===== config.mk =====
export PLATFORM = sky130hd
export DESIGN_NAME = kza_zone_cell
export DESIGN_NICKNAME = d
export VERILOG_FILES = /design/src/design/assert_macros.svh /design/src/design/kza_pkg.sv /design/src/design/kza_zone_cell.sv
export SDC_FILE = /design/constraint.sdc
export NUM_CORES = 1
export LEC_CHECK = 0
export BUFFER_PORTS_ARGS = -buffer_cell sky130_fd_sc_hd__buf_2
export CORE_MARGIN = 5
export CORE_UTILIZATION = 45
export CTS_CLUSTER_DIAMETER = 200
export DETAILED_ROUTE_END_ITERATION = 6
export GPL_TIMING_DRIVEN = 1
export PLACE_DENSITY = 0.87
export SYNTH_ARGS = -nofsm -noshare
export SYNTH_HDL_FRONTEND = slang
export SYNTH_SLANG_ARGS = --single-unit

===== constraint.sdc =====
create_clock -name i_clk -period 3.7 [get_ports i_clk]
set_input_delay 1.11 -clock i_clk [delete_from_list [all_inputs] [get_ports i_clk]]
set_output_delay 1.11 -clock i_clk [all_outputs]
set_load 0.1 [all_outputs]

===== src/design/assert_macros.svh =====
// Assertion helpers used by the allocator core.
`ifndef ASSERT_MACROS_SVH
`define ASSERT_MACROS_SVH

// Same-cycle implication, checked outside reset.
`define KZA_ASSERT_IMPL(lbl, clk, rst_n, ante, cons, msg) \
    lbl: assert property (@(posedge clk) disable iff (!rst_n) (ante) |-> (cons)) \
        else $error(msg);

// Next-cycle implication, checked outside reset.
`define KZA_ASSERT_NEXT(lbl, clk, rst_n, ante, cons, msg) \
    lbl: assert property (@(posedge clk) disable iff (!rst_n) (ante) |=> (cons)) \
        else $error(msg);

`endif


===== src/design/kza_pkg.sv =====
package kza_pkg;

    localparam logic [1:0] CMD_NOTE_ON    = 2'd0;
    localparam logic [1:0] CMD_NOTE_OFF   = 2'd1;
    localparam logic [1:0] CMD_VOICE_DONE = 2'd2;
    localparam logic [1:0] CMD_WRITE_ZONE = 2'd3;

    localparam logic REG_VOICES_IN_USE = 1'b0;
    localparam logic REG_ZONES_IN_USE  = 1'b1;

    localparam int         CFG_W         = 5;
    localparam logic [4:0] VOICES_RESET  = 5'd16;
    localparam logic [4:0] ZONES_RESET   = 5'd0;

    // floor(x / 127) == (x * GAIN_RECIP) >> GAIN_SHIFT for every x below 2^23.
    localparam logic [23:0] GAIN_RECIP = 24'd8454661;
    localparam int          GAIN_SHIFT = 30;

    typedef struct packed {
        logic [6:0]  low;
        logic [6:0]  high;
        logic [6:0]  root;
        logic [15:0] gain;
        logic        src;
    } t_zone;

    typedef struct packed {
        logic  valid;
        logic  found;
        t_zone zone;
    } t_ztok;

    typedef struct packed {
        logic        valid;
        logic        any;
        logic        idle;
        logic [31:0] age;
    } t_vtok;

    typedef struct packed {
        logic set;
        logic clr;
        logic off;
    } t_vcmd;

endpackage


===== src/design/kza_zone_cell.sv =====
module kza_zone_cell #(
    parameter int ZIW = 4
) (
    input  logic                 i_clk,
    input  logic                 i_rst_n,
    input  logic                 i_wr,
    input  kza_pkg::t_zone       i_wr_zone,
    input  logic                 i_in_use,
    input  logic [6:0]           i_note,
    input  logic [ZIW-1:0]       i_index,
    input  kza_pkg::t_ztok       i_tok,
    input  logic [ZIW-1:0]       i_tok_idx,
    output kza_pkg::t_ztok       o_tok,
    output logic [ZIW-1:0]       o_tok_idx
);

    kza_pkg::t_zone r_zone;
    kza_pkg::t_ztok r_tok;
    logic [ZIW-1:0] r_idx;
    kza_pkg::t_ztok n_tok;
    logic [ZIW-1:0] n_idx;
    logic           w_hit;
    logic           w_better;

    always_ff @(posedge i_clk) begin
        if (i_wr) begin
            r_zone <= i_wr_zone;
        end
    end

    assign w_hit    = i_in_use && (i_note >= r_zone.low) && (i_note <= r_zone.high);
    assign w_better = !i_tok.found ||
                      ((r_zone.high - r_zone.low) < (i_tok.zone.high - i_tok.zone.low));

    always_comb begin
        n_tok = i_tok;
        n_idx = i_tok_idx;
        if (w_hit && w_better) begin
            n_tok.found = 1'b1;
            n_tok.zone  = r_zone;
            n_idx       = i_index;
        end
    end

    always_ff @(posedge i_clk) begin
        if (!i_rst_n) begin
            r_tok <= '0;
            r_idx <= '0;
        end else begin
            r_tok <= n_tok;
            r_idx <= n_idx;
        end
    end

    assign o_tok     = r_tok;
    assign o_tok_idx = r_idx;

endmodule


======== Word level (Yosys, flattened, before mapping) ========
Cells that the tools add are included.
storage, ports and cells
  bits in registers ....................... 82
  input port bits ......................... 97
  output and inout bits ................... 44
cells by class
  add/subtract/negate cells ............... 2
  $lt $le $gt $ge ......................... 3
  multiplexer cells ....................... 2
  reductions and logical operators ........ 5
operator list
  cell                               number
  39-bit two-way mux                 1
  7-bit subtractor                   2
  7-bit greater-or-equal comparator  1
  7-bit less-or-equal comparator     1
  7-bit < comparator                 1
  4-bit two-way mux                  1
  1-bit logical AND                  3
  1-bit logical NOT                  1
  1-bit logical OR                   1

======== Longest topological paths before layout ========
  depth in word-level cells ............... 5
  depth in mapped cells ................... 17

======== Worst setup path after synthesis ========
OpenSTA, ideal clock, no wires.
  path type ............................... input to register
  from .................................... input i_tok[24] (netlist name)
  to ...................................... register r_tok, in the netlist o_tok[0]
  data arrival time ....................... 3.666 ns
  slack ................................... -0.038 ns
  stages .................................. 16
  path buffers ............................ 2
  path through ............................ inv_1 > ha_1 > inv_1 > fa_1 > a21o_1 > a21oi_1 > o21bai_1 > a21oi_1 > xnor2_1 > ha_1 > nor2b_1 > o31ai_2 > and4_1 > buf_6 > buf_12 > mux2i_1
on the way
  cells in the longest elaborated chain, start to end .. 5
ends and longest elaborated chain
  item                  line                 source
  start, declared       kza_zone_cell.sv:11  input kza_pkg::t_ztok i_tok,
  7-bit subtractor      kza_zone_cell.sv:33  ((r_zone.high - r_zone.low) < (i_tok.zone.high - i_tok.zone.low));
  7-bit < comparator    kza_zone_cell.sv:33
  1-bit logical OR      kza_zone_cell.sv:32  assign w_better = !i_tok.found ||
  1-bit logical AND     kza_zone_cell.sv:38  if (w_hit && w_better) begin
  39-bit two-way mux    kza_zone_cell.sv:38
  end signal, assigned  kza_zone_cell.sv:50  r_tok <= n_tok;
  end, declared         kza_zone_cell.sv:18  kza_pkg::t_ztok r_tok;
Every way passes these cells.
A chain may end at the register's enable or synchronous reset.

======== Worst setup path after layout ========
  from .................................... input i_tok[24] (netlist name)
  to ...................................... register r_tok, in the netlist o_tok[15]
The elaborated chain is that of the path after synthesis.

==> summary.md <==
| Metric | Value |
|---|---|
| Leak | `2.36 nW` |
| CP max stage delay | `approximately 380 ps` |
| Worst R2R End | `o_tok[15]$_SDFF_PN0_` |
| First-pass GRT wire length | `13,500 microns` |
| Routed WL per cell | `between 15 and 20 microns` |
| Fraction of layout cells with a size suffix above 1 | `a little over a third` |
| Netlist cell types | `29` |
| Worst-Margin Slew | `between 800 and 900 ps` |
| Initial core utilization | `46.4%` |
| Max Freq | `274 MHz` |
| Ports | `roughly 140` |
| Final setup fails | `0` |
| Sum Neg Setup Slack | `0 ps` |
| Worst skew pair latency | `about 350 ps` |
| Hold slack | `between 500 and 600 ps` |
| Sink Count | `82` |
| Post-DRT Antenna Nets | `0` |
| Worst vdd ir | `around 220 uV` |
| Synthesis-stage register bit count | `82` |
| Diode count | `0` |
| GP Congestion | `0.812` |
| DR vias/cell | `slightly below 5` |
| Relative slew slack | `41.9%` |
| Pre-CTS WS | `-394 ps` |
| Initial antenna violation count | `0` |
| CP endpoint | `o_tok[15]$_SDFF_PN0_` |
| CP Data Required Time | `slightly below 4000 ps` |
| Worst Skew | `16.9 ps` |
| Setup ws final | `between 40 and 50 ps` |
| Fin crit share | `a little over nine tenths` |
| Drt drc | `0` |
| Tightest Hold Check Type | `flop to flop` |
| Pre-antenna DRT Iters | `4` |
| Worst Path Arrival | `3920 ps` |
| EDFF count, synth | `38` |
| Synthesized net count | `approximately 470` |
| H-tree Lvls | `3` |
| Area grow syn2layout | `28.9%` |
| PortBufs | `between 100 and 150` |
| CTS tree | `yes` |
| DRT iter0 DRCs | `96` |
| RSZ-0062 raised after global routing | `yes` |
| Ys Warns | `0` |
| Slowest CP cell | `and4_4` |
| Power, Total | `roughly 2.6 mW` |
| Worst setup SP type | `primary input` |
| Row count | `33` |
| Fin util | `59.9%` |
| CP Capture Type | `flop` |
| CTS Buf Count | `9` |
| Worst path depth | `16` |
| Flop-to-flop setup slack | `approximately 260 ps` |
| Fin nets | `around 620` |
| Largest net degree at the start of global routing | `45` |
| Crit Path Class | `primary input to flop` |
| Crit Path Max Fanout | `8` |
| Reg-to-reg startpoint | `r_zone[24]$_DFFE_PP_` |
| Syn Std Cell Area | `between 0.003 and 0.004 sq mm` |
| Crit path buf inv count | `4` |
| Maxcap violations | `0` |
| Die width | `102 microns` |
| Number of global-route vias before repair | `just under 3,000` |
| Max Slew Vio Count | `0` |
| Total gr overflow | `0` |
| Synth Flop Type | `dfxtp_1` |
| CTS root buffer | `clkbuf_8` |
| Reg2Reg Depth | `16` |
| Die height | `102 microns` |
| Die Area | `around 0.010 sq mm` |
| Clock Tree Buf Depth | `2` |
| Critical path's top delay family | `compound AO/OA/AOI/OAI gates` |
| Tmin final | `between 3000 and 4000 ps` |
| HPWL after detailed placement | `between 6000 and 7000 microns` |
| Core box area | `~0.0083 sq mm` |
| Seq/Total Area, Yosys | `between 50 and 60%` |
| CP startpoint | `i_tok[24]` |
| Synth Instances | `343` |
| Endpoints failing hold | `0` |
| Status | `complete, no violations` |
| Mean Syn Cell Area | `between 10 and 15 sq um` |
| FFs w/ async S/R, synth | `0%` |
| Global-route usage over all layers | `between 15 and 20%` |
| Vias | `~2,900` |
| Worst-path cell chain | `buf_6 -> inv_4 -> ha_4 -> inv_2 -> fa_2 -> a21o_1 -> a21oi_2 -> xnor2_1 -> ha_1 -> a21o_1 -> a21oi_2 -> nor2b_4 -> o31ai_2 -> and4_4 -> clkbuf_16 -> mux2i_1` |
| Routed wire length | `between 9000 and 10,000 microns` |
| CTS clk-pin slew, worst paths | `~80 ps` |
| Power density over the cells | `around 520 mW/mm^2` |
[logic make-up (layout without fill, tap and decap cells)]
kind of cell / after synthesis / in the layout / share of synthesized area [%]
adders and majority gates: 34 / 34 / 11.5
AOI/OAI and AO/OA: 32 / 32 / 5.42
DFF: 82 / 82 / 52.7
muxes: 42 / 42 / 11.0
xor gates and xnor gates: 12 / 12 / 2.74
and+or+nand+nor: 100 / 100 / 10.8
buffers and inverters: 41 / 190 / 5.91
[placed cells by master, fill, tap and decap left out, types with 2 or more instances in the layout]
master / synthesis / layout
nand2_1: 86 / 86
dfxtp_1: 44 / 44
edfxtp_1: 38 / 38
o21ai_1: 2 / 2
buf_12: 4 / 2
buf_6: 1 / 2
clkbuf_16: 0 / 3
buf_2: 0 / 139
inv_1: 26 / 23
inv_2: 0 / 2
mux2i_1: 42 / 42
a21o_1: 8 / 8
a21oi_2: 0 / 3
nand3_1: 3 / 3
a21oi_1: 14 / 11
nor2b_1: 4 / 3
ha_1: 32 / 31
xnor2_1: 9 / 9
o21bai_1: 3 / 3
buf_4: 0 / 2
nand4_1: 2 / 2
clkbuf_8: 0 / 9
xor2_1: 3 / 3
[sequential cells by signal, indices dropped and copies added (netlist names)]
name,cells
o_tok_idx,4
r_zone,38
o_tok,40
[layer usage]
metal  vias to the layer above  wire (microns)  track usage [%]
li1                       1455               -                -
met1                      1322            3510             19.4
met2                       101            4630             28.8
met3                         4             865             6.55
met4                         0              38             4.14
met5                         -               0                0
[how the worst min path moves through the flow]
stage / start / endpoint / slack (ps) / cells past startpoint
after floorplan: r_zone[0]$_DFFE_PP_ / o_tok[0]$_SDFF_PN0_ / 480 / 2
after global placement: r_zone[13]$_DFFE_PP_ / o_tok[13]$_SDFF_PN0_ / 490 / 2
after detailed placement: r_zone[20]$_DFFE_PP_ / o_tok[20]$_SDFF_PN0_ / 500 / 2
after CTS: r_zone[20]$_DFFE_PP_ / o_tok[20]$_SDFF_PN0_ / 530 / 2
after global routing: r_zone[20]$_DFFE_PP_ / o_tok[20]$_SDFF_PN0_ / 550 / 2
final: r_zone[20]$_DFFE_PP_ / o_tok[20]$_SDFF_PN0_ / 520 / 2
[stage by stage]
step	area (sq um)	std cells
3_5_place_dp	4590	576
3_3_place_gp	4590	576
4_1_cts	4800	592
2_1_floorplan	3840	343
6_report	4940	597
5_1_grt	4940	597
[synth_stat cells, drive strengths merged, types with 2 or more instances]
cell / instances / area, sq um
ha: 32 / 400
fa: 2 / 40.0
mux2i: 42 / 420
nand3: 3 / 15.0
clkbuf: 10 / 37.5
dfxtp: 44 / 881
xor2: 3 / 26.3
o21bai: 3 / 22.5
a21oi: 14 / 70.1
buf: 5 / 91.3
a21o: 8 / 60.1
nor2b: 4 / 25.0
edfxtp: 38 / 1140
nand2: 86 / 323
o21ai: 2 / 10.0
inv: 26 / 97.6
nand4: 2 / 12.5
xnor2: 9 / 78.8
[final cells by class]
cell class / count / area [sq um]
multi-input cells: 220 / 1630
fillers: 728 / 3310
well taps: 105 / 131
inverters: 26 / 100
clock inverters: 5 / 60.1
clock buffers: 11 / 153
flip-flops and latches: 82 / 2020
repair buffers: 148 / 851
[report_power, final]
group	internal, mW	switching, mW
Combinational	0.252	0.579
Sequential	1.03	0.0282
Clock	0.356	0.337
Total	1.64	0.945
[worst reg2reg max path: stages (launching register included)]
cell and delay, ps:
edfxtp_1 430, inv_1 80, ha_1 140, inv_1 60, fa_1 410, a21o_1 190, a21oi_1 220, o21bai_1 90
a21oi_1 170, xnor2_1 150, ha_1 280, nand4_1 120, nor3_2 60, o31ai_2 190, and4_4 380, clkbuf_16 210
mux2i_1 200
[timing repair]
action,CTS,global route
setup endpoints to repair,6,42
cloned,0,3
pin swaps,1,6
buffers inserted,0,2
hold buffers,0,0
resized for setup,1,17
Power figures use the tool's default switching activity.
