$ cat config.mk
export PLATFORM = sky130hd
export DESIGN_NAME = kza_voice_cell
export DESIGN_NICKNAME = d
export VERILOG_FILES = /design/src/design/assert_macros.svh /design/src/design/kza_pkg.sv /design/src/design/kza_voice_cell.sv
export SDC_FILE = /design/constraint.sdc
export NUM_CORES = 1
export LEC_CHECK = 0
export ABC_AREA = 1
export BUFFER_PORTS_ARGS = -buffer_cell sky130_fd_sc_hd__buf_2
export CORE_ASPECT_RATIO = 2
export CORE_MARGIN = 3
export CORE_UTILIZATION = 49
export DETAILED_ROUTE_END_ITERATION = 7
export PLACE_DENSITY = 0.76
export RECOVER_POWER = 50
export SETUP_SLACK_MARGIN = 0.2
export SLEW_MARGIN = 25
export SYNTH_ARGS = -nofsm -noshare
export SYNTH_HDL_FRONTEND = slang
export SYNTH_SLANG_ARGS = --single-unit
$ cat constraint.sdc
create_clock -name i_clk -period 2.49 [get_ports i_clk]
set_clock_uncertainty 0.15 [all_clocks]
set_input_delay 0.1245 -clock i_clk [delete_from_list [all_inputs] [get_ports i_clk]]
set_output_delay 0.1245 -clock i_clk [all_outputs]
set_load 0.01 [all_outputs]
$ cat src/design/assert_macros.svh
// Assertion helpers used by the allocator core.
`ifndef ASSERT_MACROS_SVH
`define ASSERT_MACROS_SVH

// Same-cycle implication, checked outside reset.
`define KZA_ASSERT_IMPL(lbl, clk, rst_n, ante, cons, msg) \
    lbl: assert property (@(posedge clk) disable iff (!rst_n) (ante) |-> (cons)) \
        else $error(msg);

// Next-cycle implication, checked outside reset.
`define KZA_ASSERT_NEXT(lbl, clk, rst_n, ante, cons, msg) \
    lbl: assert property (@(posedge clk) disable iff (!rst_n) (ante) |=> (cons)) \
        else $error(msg);

`endif

$ cat src/design/kza_pkg.sv
package kza_pkg;

    localparam logic [1:0] CMD_NOTE_ON    = 2'd0;
    localparam logic [1:0] CMD_NOTE_OFF   = 2'd1;
    localparam logic [1:0] CMD_VOICE_DONE = 2'd2;
    localparam logic [1:0] CMD_WRITE_ZONE = 2'd3;

    localparam logic REG_VOICES_IN_USE = 1'b0;
    localparam logic REG_ZONES_IN_USE  = 1'b1;

    localparam int         CFG_W         = 5;
    localparam logic [4:0] VOICES_RESET  = 5'd16;
    localparam logic [4:0] ZONES_RESET   = 5'd0;

    // floor(x / 127) == (x * GAIN_RECIP) >> GAIN_SHIFT for every x below 2^23.
    localparam logic [23:0] GAIN_RECIP = 24'd8454661;
    localparam int          GAIN_SHIFT = 30;

    typedef struct packed {
        logic [6:0]  low;
        logic [6:0]  high;
        logic [6:0]  root;
        logic [15:0] gain;
        logic        src;
    } t_zone;

    typedef struct packed {
        logic  valid;
        logic  found;
        t_zone zone;
    } t_ztok;

    typedef struct packed {
        logic        valid;
        logic        any;
        logic        idle;
        logic [31:0] age;
    } t_vtok;

    typedef struct packed {
        logic set;
        logic clr;
        logic off;
    } t_vcmd;

endpackage

$ cat src/design/kza_voice_cell.sv
module kza_voice_cell #(
    parameter int VIW = 4,
    parameter int CW  = 5
) (
    input  logic                 i_clk,
    input  logic                 i_rst_n,
    input  logic                 i_in_use,
    input  logic [VIW-1:0]       i_index,
    input  logic [6:0]           i_note,
    input  logic [31:0]          i_age,
    input  kza_pkg::t_vcmd       i_cmd,
    input  kza_pkg::t_vtok       i_tok,
    input  logic [VIW-1:0]       i_tok_idx,
    input  logic [CW-1:0]        i_tok_cnt,
    output kza_pkg::t_vtok       o_tok,
    output logic [VIW-1:0]       o_tok_idx,
    output logic [CW-1:0]        o_tok_cnt,
    output logic                 o_off_hit
);

    logic [6:0]     r_note;
    logic           r_active;
    logic [31:0]    r_age;
    kza_pkg::t_vtok r_tok;
    logic [VIW-1:0] r_idx;
    logic [CW-1:0]  r_cnt;
    kza_pkg::t_vtok n_tok;
    logic [VIW-1:0] n_idx;
    logic [CW-1:0]  n_cnt;

    assign o_off_hit = i_in_use && r_active && (r_note == i_note);

    always_ff @(posedge i_clk) begin
        if (!i_rst_n) begin
            r_note   <= '0;
            r_active <= 1'b0;
            r_age    <= '0;
        end else if (i_cmd.set) begin
            r_note   <= i_note;
            r_active <= 1'b1;
            r_age    <= i_age;
        end else if (i_cmd.clr || (i_cmd.off && o_off_hit)) begin
            r_active <= 1'b0;
        end
    end

    // An idle voice wins outright; otherwise the strictly older voice replaces the candidate.
    always_comb begin
        n_tok = i_tok;
        n_idx = i_tok_idx;
        n_cnt = i_tok_cnt;
        if (i_in_use) begin
            n_cnt = i_tok_cnt + CW'(r_active);
            if (!i_tok.idle) begin
                if (!r_active) begin
                    n_tok.idle = 1'b1;
                    n_tok.any  = 1'b1;
                    n_idx      = i_index;
                end else if (!i_tok.any || (r_age < i_tok.age)) begin
                    n_tok.any = 1'b1;
                    n_tok.age = r_age;
                    n_idx     = i_index;
                end
            end
        end
    end

    always_ff @(posedge i_clk) begin
        if (!i_rst_n) begin
            r_tok <= '0;
            r_idx <= '0;
            r_cnt <= '0;
        end else begin
            r_tok <= n_tok;
            r_idx <= n_idx;
            r_cnt <= n_cnt;
        end
    end

    assign o_tok     = r_tok;
    assign o_tok_idx = r_idx;
    assign o_tok_cnt = r_cnt;

endmodule

---- Word level (Yosys, flattened, before mapping) ----
Index checks and enable logic that the tools add are counted.
storage, ports and cells
  bits in registers ....................... 84
  input port bits ......................... 93
  output and inout bits ................... 45
  logic and storage cells ................. 33
operators by class
  $add $sub $neg .......................... 1
  order comparisons ....................... 1
  equal/unequal tests ..................... 1
  multiplexer cells ....................... 14
  reductions and logical operators ........ 7
operators with widths
  kind               number
  $mux 34            2
  $mux 32            2
  $lt 32x32->1       1
  $mux 4             4
  $eq 7x7->1         1
  $add 5x1->5        1
  $mux 1             5
  $mux 5             1
  $logic_and 1x1->1  3
  $logic_or 1x1->1   2
  $reduce_bool 2->1  1
  $logic_not 1->1    1

---- Longest topological paths before layout ----
Gate-level depths: netlist of the first run.
  word-level depth ........................ 6
  gate-level depth with buffers ........... 17
  mapped depth without buffers ............ 16

---- Worst setup path before layout of the first run ----
OpenSTA, ideal clock, no wires.
  kind .................................... register -> register
  from .................................... register r_age[5]
  to ...................................... register r_tok, in the netlist o_tok[22]
  library setup time ...................... 115 ps
  arrival ................................. 1527 ps
  required time ........................... 2225 ps
  slack ................................... 698 ps
  stages on the path, launching flop included .. 15
  path buffers ............................ 1
  period minus slack after synthesis ...... 1792 ps
  cells stage by stage .................... dfxtp_1 > ha_1 > a21oi_1 > nor2_1 > nor3_1 > nand2_1 > nand2_1 > nand2_1 > nand2_1 > nand2_2 > nand2_4 > buf_6 > nand3b_1 > nand2_1 > nor2_1
between the ends
  cells in the longest elaborated chain, start to end .. 6
ends and longest elaborated chain
  item                    line                  text
  from (decl)             kza_voice_cell.sv:23  logic [31:0] r_age;
  from (signal assigned)  kza_voice_cell.sv:41  r_age <= i_age;
  $lt 32x32->1            kza_voice_cell.sv:59  end else if (!i_tok.any || (r_age < i_tok.age)) begin
  $logic_or 1x1->1        kza_voice_cell.sv:59
  $mux 32                 kza_voice_cell.sv:59
  $mux 32                 kza_voice_cell.sv:55  if (!r_active) begin
  $mux 34                 kza_voice_cell.sv:54  if (!i_tok.idle) begin
  $mux 34                 kza_voice_cell.sv:52  if (i_in_use) begin
  to (signal assigned)    kza_voice_cell.sv:74  r_tok <= n_tok;
  to (decl)               kza_voice_cell.sv:24  kza_pkg::t_vtok r_tok;
No other way between the ends.
A chain may end at the register's enable or synchronous reset.

---- Worst setup path after layout of the first run ----
  from .................................... input port i_note[1]
  to ...................................... register r_active
between the ends
  cells in the longest elaborated chain, start to end .. 5
ends and longest elaborated chain
  item                                line                  text
  from (decl)                         kza_voice_cell.sv:9   input logic [6:0] i_note,
  $eq 7x7->1                          kza_voice_cell.sv:31  assign o_off_hit = i_in_use && r_active && (r_note == i_note);
  $logic_and 1x1->1                   kza_voice_cell.sv:31
  $logic_and 1x1->1                   kza_voice_cell.sv:42  end else if (i_cmd.clr || (i_cmd.off && o_off_hit)) begin
  $logic_or 1x1->1                    kza_voice_cell.sv:42
  $reduce_bool 2->1 (no source line)  n/a
  to (signal assigned)                kza_voice_cell.sv:36  r_active <= 1'b0;
  to (signal assigned)                kza_voice_cell.sv:40  r_active <= 1'b1;
  to (signal assigned)                kza_voice_cell.sv:43  r_active <= 1'b0;
  to (decl)                           kza_voice_cell.sv:22  logic r_active;
No other way between the ends.

==> results.yml, run 1 <==
layout:
  finalNonFillerCells: 888
  fill_cells: 587
  final_util_pct: 77.1
  final_common_cell: "nor2_1"
  area_growth_pct: 50.4
  drive_gt1_share_pct: 17.7
  layout_common_cells: "nor2_1, dlygate4sd3_1, buf_2"
  finalNetCount: 913
  fin_area_sq_um: 6210
synth:
  netlist_instances: 563
  ys_seq_area_share_pct: 40.7
  yosysWarningCount: 0
  synth_cell_type_count: 26
  syn-num-nets: 689
  syn_avg_cell_area_sq_um: 7.34
  synth.cell_area_sq_um: 4130
  yosys_register_bits: 84
sta:
  min_period_ns: 2.27
  hold_ws_ns: 0.0350
  rsz0062_at_grt: "false"
  final_max_slew_viol_count: 0
  slew_headroom_pct: 35.8
  period_share_pct: 91.3
  max_freq_mhz: 440
  hold_viol: 0
  setup_ws_ns: 0.216
  setup_viol_count_final: 0
  tns_ns: 0
  worst_pin_slew_ns: 0.963
drt:
  vias_per_cell: 5.34
  vias: 4740
  drtIter0Drc: 376
  route.detailed.drc: 0
  dr.pass1.iters: 6
  wl_per_cell_microns: 15.6
  routed_wl_microns: 13900
  postRouteAntennaNets: 0
place:
  post-place-ws_ns: 0.310
  routabilityCongestion: 0.797
  dp_hpwl_microns: 7710
  place_inst: 774
  dpl_cell_area_sq_um: 4870
  port_buffers: 137
clock_network:
  clock_latency_ns: 0.34
  cts-buffers-inserted: 9
  cts_sinks: 84
  cts_tree: "built"
  clockBufferDepth: 2
  clkSlewWorstSetupHoldPaths_ns: 0.06
  root_buffer: "clkbuf_16"
  htree_num_levels: 3
pwr:
  switching_power_mw: 0.946
  p_leak_nw: 3.02
  irDropWorstVdd_v: 0.000389
  p_per_area_nw_per_um2: 577
  seqPwrFrac_pct: 41.4
  clockPowerShare_pct: 39.0
  intPower_mw: 2.64
  p_comb_share_pct: 19.6
  finalPower_mw: 3.59
  swShare_pct: 26.4
job:
  cap_violations: 0
floorplan:
  num_io_pins: 138
  core_area_sq_um: 8060
  die_area_sq_um: 9640
  initial_core_util_pct: 51.3
  die_w_microns: 70.9
  fp.dieH_microns: 136
  rows: 46
setup_path:
  cp_data_arrival_time_ns: 2.33
  critPathMaxFanout: 3
  critical_path_class: "primary input to flip-flop"
  crit_required_ns: 2.55
  endpoint_kind: "flip-flop"
  startpoint_type: "primary input"
global_route:
  grt_util_all_layers_pct: 28.3
  grt_pass1_wl_microns: 21800
  grt.overflow.total: 0
  antenna_found_initial: 0
  grt_pass1_vias: 4941
  grt_max_degree: 65
worst_hold_path:
  hold_path_class: "primary input to flip-flop"
outcome:
  status: "completed"
worst max-delay path, stage by stage:
cell and delay (ns):
dlygate4sd3_1 0.54, clkbuf_1 0.17, nor2_1 0.09, nor4_2 0.32, o2111ai_1 0.17, nor2_1 0.17, nand2_1 0.08, nand2_1 0.07
dlygate4sd3_1 0.54, a21oi_1 0.06
state kept, by name (all words and copies together), names as in the netlist:
name and flops:
r_note 7, o_tok_idx 4, r_age 32, r_active 1
o_tok 35, o_tok_cnt 5
logic make-up after synthesis:
family | share of synthesized area (%)
adders and majority gates | 9.99
DFF | 40.7
AOI/OAI and AO/OA | 14.0
buffers and inverters | 8.90
xor gates and xnor gates | 0.636
and+or+nand+nor | 25.8
cell type report:
class	instances	area (sq um)	share of cell area, %
Timing Repair Buffer	241	1700	27.3
Inverter	57	214	3.44
Tap cell	96	120	1.93
Sequential cell	84	1680	27.1
Clock inverter	5	77.6	1.25
Multi-Input combinational cell	394	2190	35.3
Clock buffer	10	229	3.68
Antenna cell	1	2.50	0.0403
Yosys cell counts:
cell type / n / area (sq um)
a21oi_1: 64 / 320
buf_1: 2 / 7.51
buf_2: 6 / 30.0
buf_4: 2 / 15.0
buf_6: 4 / 45.0
clkbuf_1: 15 / 56.3
dfxtp_1: 84 / 1680
ha_1: 33 / 413
inv_1: 55 / 206
inv_2: 2 / 7.51
nand2_1: 73 / 274
nand2_2: 1 / 6.26
nand2_4: 1 / 11.3
nand3_1: 11 / 55.1
nand3b_1: 29 / 218
nand4_1: 3 / 18.8
nor2_1: 120 / 450
nor3_1: 2 / 10.0
nor3_2: 1 / 10.0
nor4_1: 1 / 6.26
o2111ai_1: 1 / 8.76
o21a_1: 1 / 7.51
o21ai_0: 48 / 240
or2_2: 1 / 6.26
xnor2_1: 2 / 17.5
xor2_1: 1 / 8.76
routing by layer:
metal	share of wire [%]	GRT usage [%]
met5	0	0
met4	4.7	16.8
met1	34	27.2
met3	7.2	6.81
met2	54	52.9
worst paths after layout:
check / depth (start not counted) / endpoint / start / slack (ns)
max reg2reg: 8 / r_active / r_active / 0.32
min reg2reg: 2 / r_age[0] / r_age[0] / 0.31
min: 4 / o_tok_cnt[2] / i_in_use / 0.03
max: 10 / r_active / i_note[1] / 0.22
what timing repair did:
action,CTS,global route
hold buffers,92,0
setup endpoints to repair,0,37
setup buffers,0,3
resized for setup,0,26
hold endpoints to repair,84,0
power by group through the flow:
stage | combinational, mW | clock [mW] | sequential (mW)
finish | 0.702 | 1.40 | 1.48
global route | 0.778 | 1.47 | 1.49
CTS | 0.646 | 1.41 | 1.48
detailed placement | 0.528 | 0 | 1.51
global placement | 0.512 | 0 | 1.50
floorplan | 0.300 | 0 | 1.52
Power figures use the tool's default switching activity.
==> inputs of run 2 (changes only) <==
--- a/config.mk
+++ b/config.mk
@@ -7,11 +7,13 @@
 export LEC_CHECK = 0
 export ABC_AREA = 1
 export BUFFER_PORTS_ARGS = -buffer_cell sky130_fd_sc_hd__buf_2
+export CELL_PAD_IN_SITES_DETAIL_PLACEMENT = 1
+export CELL_PAD_IN_SITES_GLOBAL_PLACEMENT = 2
 export CORE_ASPECT_RATIO = 2
 export CORE_MARGIN = 3
-export CORE_UTILIZATION = 49
+export CORE_UTILIZATION = 27
 export DETAILED_ROUTE_END_ITERATION = 7
-export PLACE_DENSITY = 0.76
+export PLACE_DENSITY_LB_ADDON = 0.1
 export RECOVER_POWER = 50
 export SETUP_SLACK_MARGIN = 0.2
 export SLEW_MARGIN = 25
==> results.yml, run 2 (synthesis gave the netlist of run 1 again) <==
setup_path:
  critPathSlowestCell: "dlygate4sd3_1"
  crit_chain: "dlygate4sd3_1 > buf_2 > inv_1 > ha_1 > a21oi_1 > o21ai_1 > nand2_1 > nand2_1 > a21oi_2 > nand2_4 > nand2_8 > clkbuf_16 > nand3b_1 > nand2_1 > nor2_1"
  cp_common_cell: "nand2_1"
  endpoint_kind: "flip-flop"
  critPathMaxStageDelay_ns: 0.53
  cp_data_arrival_time_ns: 2.28
  critPathMaxFanout: 8
  critical_path_class: "primary input to flip-flop"
  crit_required_ns: 2.57
  r2r_cells: 12
  startpoint_type: "primary input"
sta:
  slew_headroom_pct: 1.72
  max_freq_mhz: 456
  setup_ws_ns: 0.299
  min_period_ns: 2.19
  hold_viol: 0
  rsz0062_at_grt: "false"
  final_max_slew_viol_count: 0
  setup_viol_count_final: 0
  worst_pin_slew_ns: 1.47
  period_share_pct: 88.0
  tns_ns: 0
place:
  port_buffers: 137
  routabilityCongestion: 0.727
  dp_hpwl_microns: 9560
  post-place-ws_ns: 0.188
drt:
  wl_met2_microns: 8810
  wl_met3_microns: 553
  top_layer_used: "met4"
  wl_per_cell_microns: 15.2
  postRouteAntennaNets: 0
  drt-met1-wl_microns: 5420
  routed_wl_microns: 15100
  vias: 4629
  vias_per_cell: 4.65
  route.detailed.drc: 0
  drtIter0Drc: 92
  dr.pass1.iters: 4
global_route:
  antenna_found_initial: 0
  grt_pass1_wl_microns: 22900
  grt_max_degree: 65
  grt_pass1_vias: 4848
  grt.overflow.total: 0
  grt_util_all_layers_pct: 17.1
clock_network:
  htree_num_levels: 3
  cts-buffers-inserted: 9
  cts_sinks: 84
  clkSlewWorstSetupHoldPaths_ns: 0.06
  cts_tree: "built"
  clockBufferDepth: 2
  clock_latency_ns: 0.34
  root_buffer: "clkbuf_16"
worst_hold_path:
  hold_path_class: "primary input to flip-flop"
  min_path_cells: 3
job:
  cap_violations: 0
pwr:
  irDropWorstVdd_v: 0.000293
  switching_power_mw: 1.00
  seqPwrFrac_pct: 40.2
  intPower_mw: 2.71
  swShare_pct: 27.0
  p_comb_share_pct: 21.2
  clockPowerShare_pct: 38.7
  p_per_area_nw_per_um2: 547
  p_leak_nw: 3.22
layout:
  largest_reg_flops: 35
  finalNetCount: 922
  area_growth_pct: 64.5
  final_common_cell: "nor2_1"
  layout_common_cells: "nor2_1, buf_2, dlygate4sd3_1"
  drive_gt1_share_pct: 26.5
  antenna_cells: 0
floorplan:
  die_area_sq_um: 16900
  die_w_microns: 93.5
  rows: 63
  core_area_sq_um: 14900
  fp.dieH_microns: 181
  initial_core_util_pct: 27.7
  num_io_pins: 138
outcome:
  status: "completed"
## run 2: changes by cell type in the layout (fill, tap and decap cells not counted), sizes merged
cell / before / now
diode: 1 / 0
clkinvlp: 1 / 2
buf: 99 / 126
clkbuf: 60 / 43
dlymetal6s4s: 1 / 6
dlygate4sd3: 91 / 86
clkinv: 2 / 0
## run 2: worst paths after layout
check	slack [ns]	from	end
max reg2reg	0.33	r_age[13]	o_tok[9]
min reg2reg	0.32	r_age[0]	r_age[0]
min	0.03	i_in_use	o_tok_cnt[0]
max	0.30	i_tok[27]	o_tok[9]
## run 2: metrics by stage
stage | hold slack, ns | instance area [sq um] | power (mW) | util [%] | instances
finish | 0.0307 | 6800 | 3.71 | 45.6 | 995
global route | 0.0494 | 6800 | 3.93 | 45.6 | 995
CTS | 0.00370 | 6270 | 3.65 | 42.1 | 980
detailed placement | 0.166 | 5030 | 2.07 | 33.8 | 873
global placement | 0.159 | 5030 | 2.06 | 33.8 | 873
floorplan | 0.0721 | 4130 | 1.82 | - | 563
## run 2: layout make-up
class	instances	area (sq um)
repair buffers	250	1900
multi-input cells	394	2440
well taps	195	244
clock inverters	4	75.1
clock buffers	11	233
fillers	1824	8100
inverters	57	214
flip-flops and latches	84	1690
## run 2: power groups by stage
| stage | Sequential, mW | Combinational, mW | Clock, mW |
|---|---|---|---|
| after CTS | 1.48 | 0.677 | 1.49 |
| after global routing | 1.50 | 0.885 | 1.54 |
| after detailed placement | 1.51 | 0.558 | 0 |
| after floorplan | 1.52 | 0.300 | 0 |
| final | 1.49 | 0.787 | 1.44 |
| after global placement | 1.51 | 0.545 | 0 |
## run 2: repair_timing
action                                  CTS  global route
hold endpoints to repair                 84             0
hold buffers                             92             0
pin swaps                                 0            40
endpoints found under the setup margin   11            32
gates resized for setup                   1            79
buffers inserted                          0             8
gates cloned                              0             7
## run 2: worst max-delay path: cells and delay by family
| kind | cells | cell delay [ns] |
|---|---|---|
| compound gates | 3 | 0.37 |
| simple gates | 7 | 0.59 |
| buf+inv | 4 | 0.87 |
| fa+ha+maj | 1 | 0.30 |
## run 2: routing by layer
layer | vias up | track usage, %
met2 | 103 | 33.7
li1 | 2285 | -
met1 | 2218 | 16.9
met5 | - | 0
met4 | 0 | 6.05
met3 | 23 | 3.29
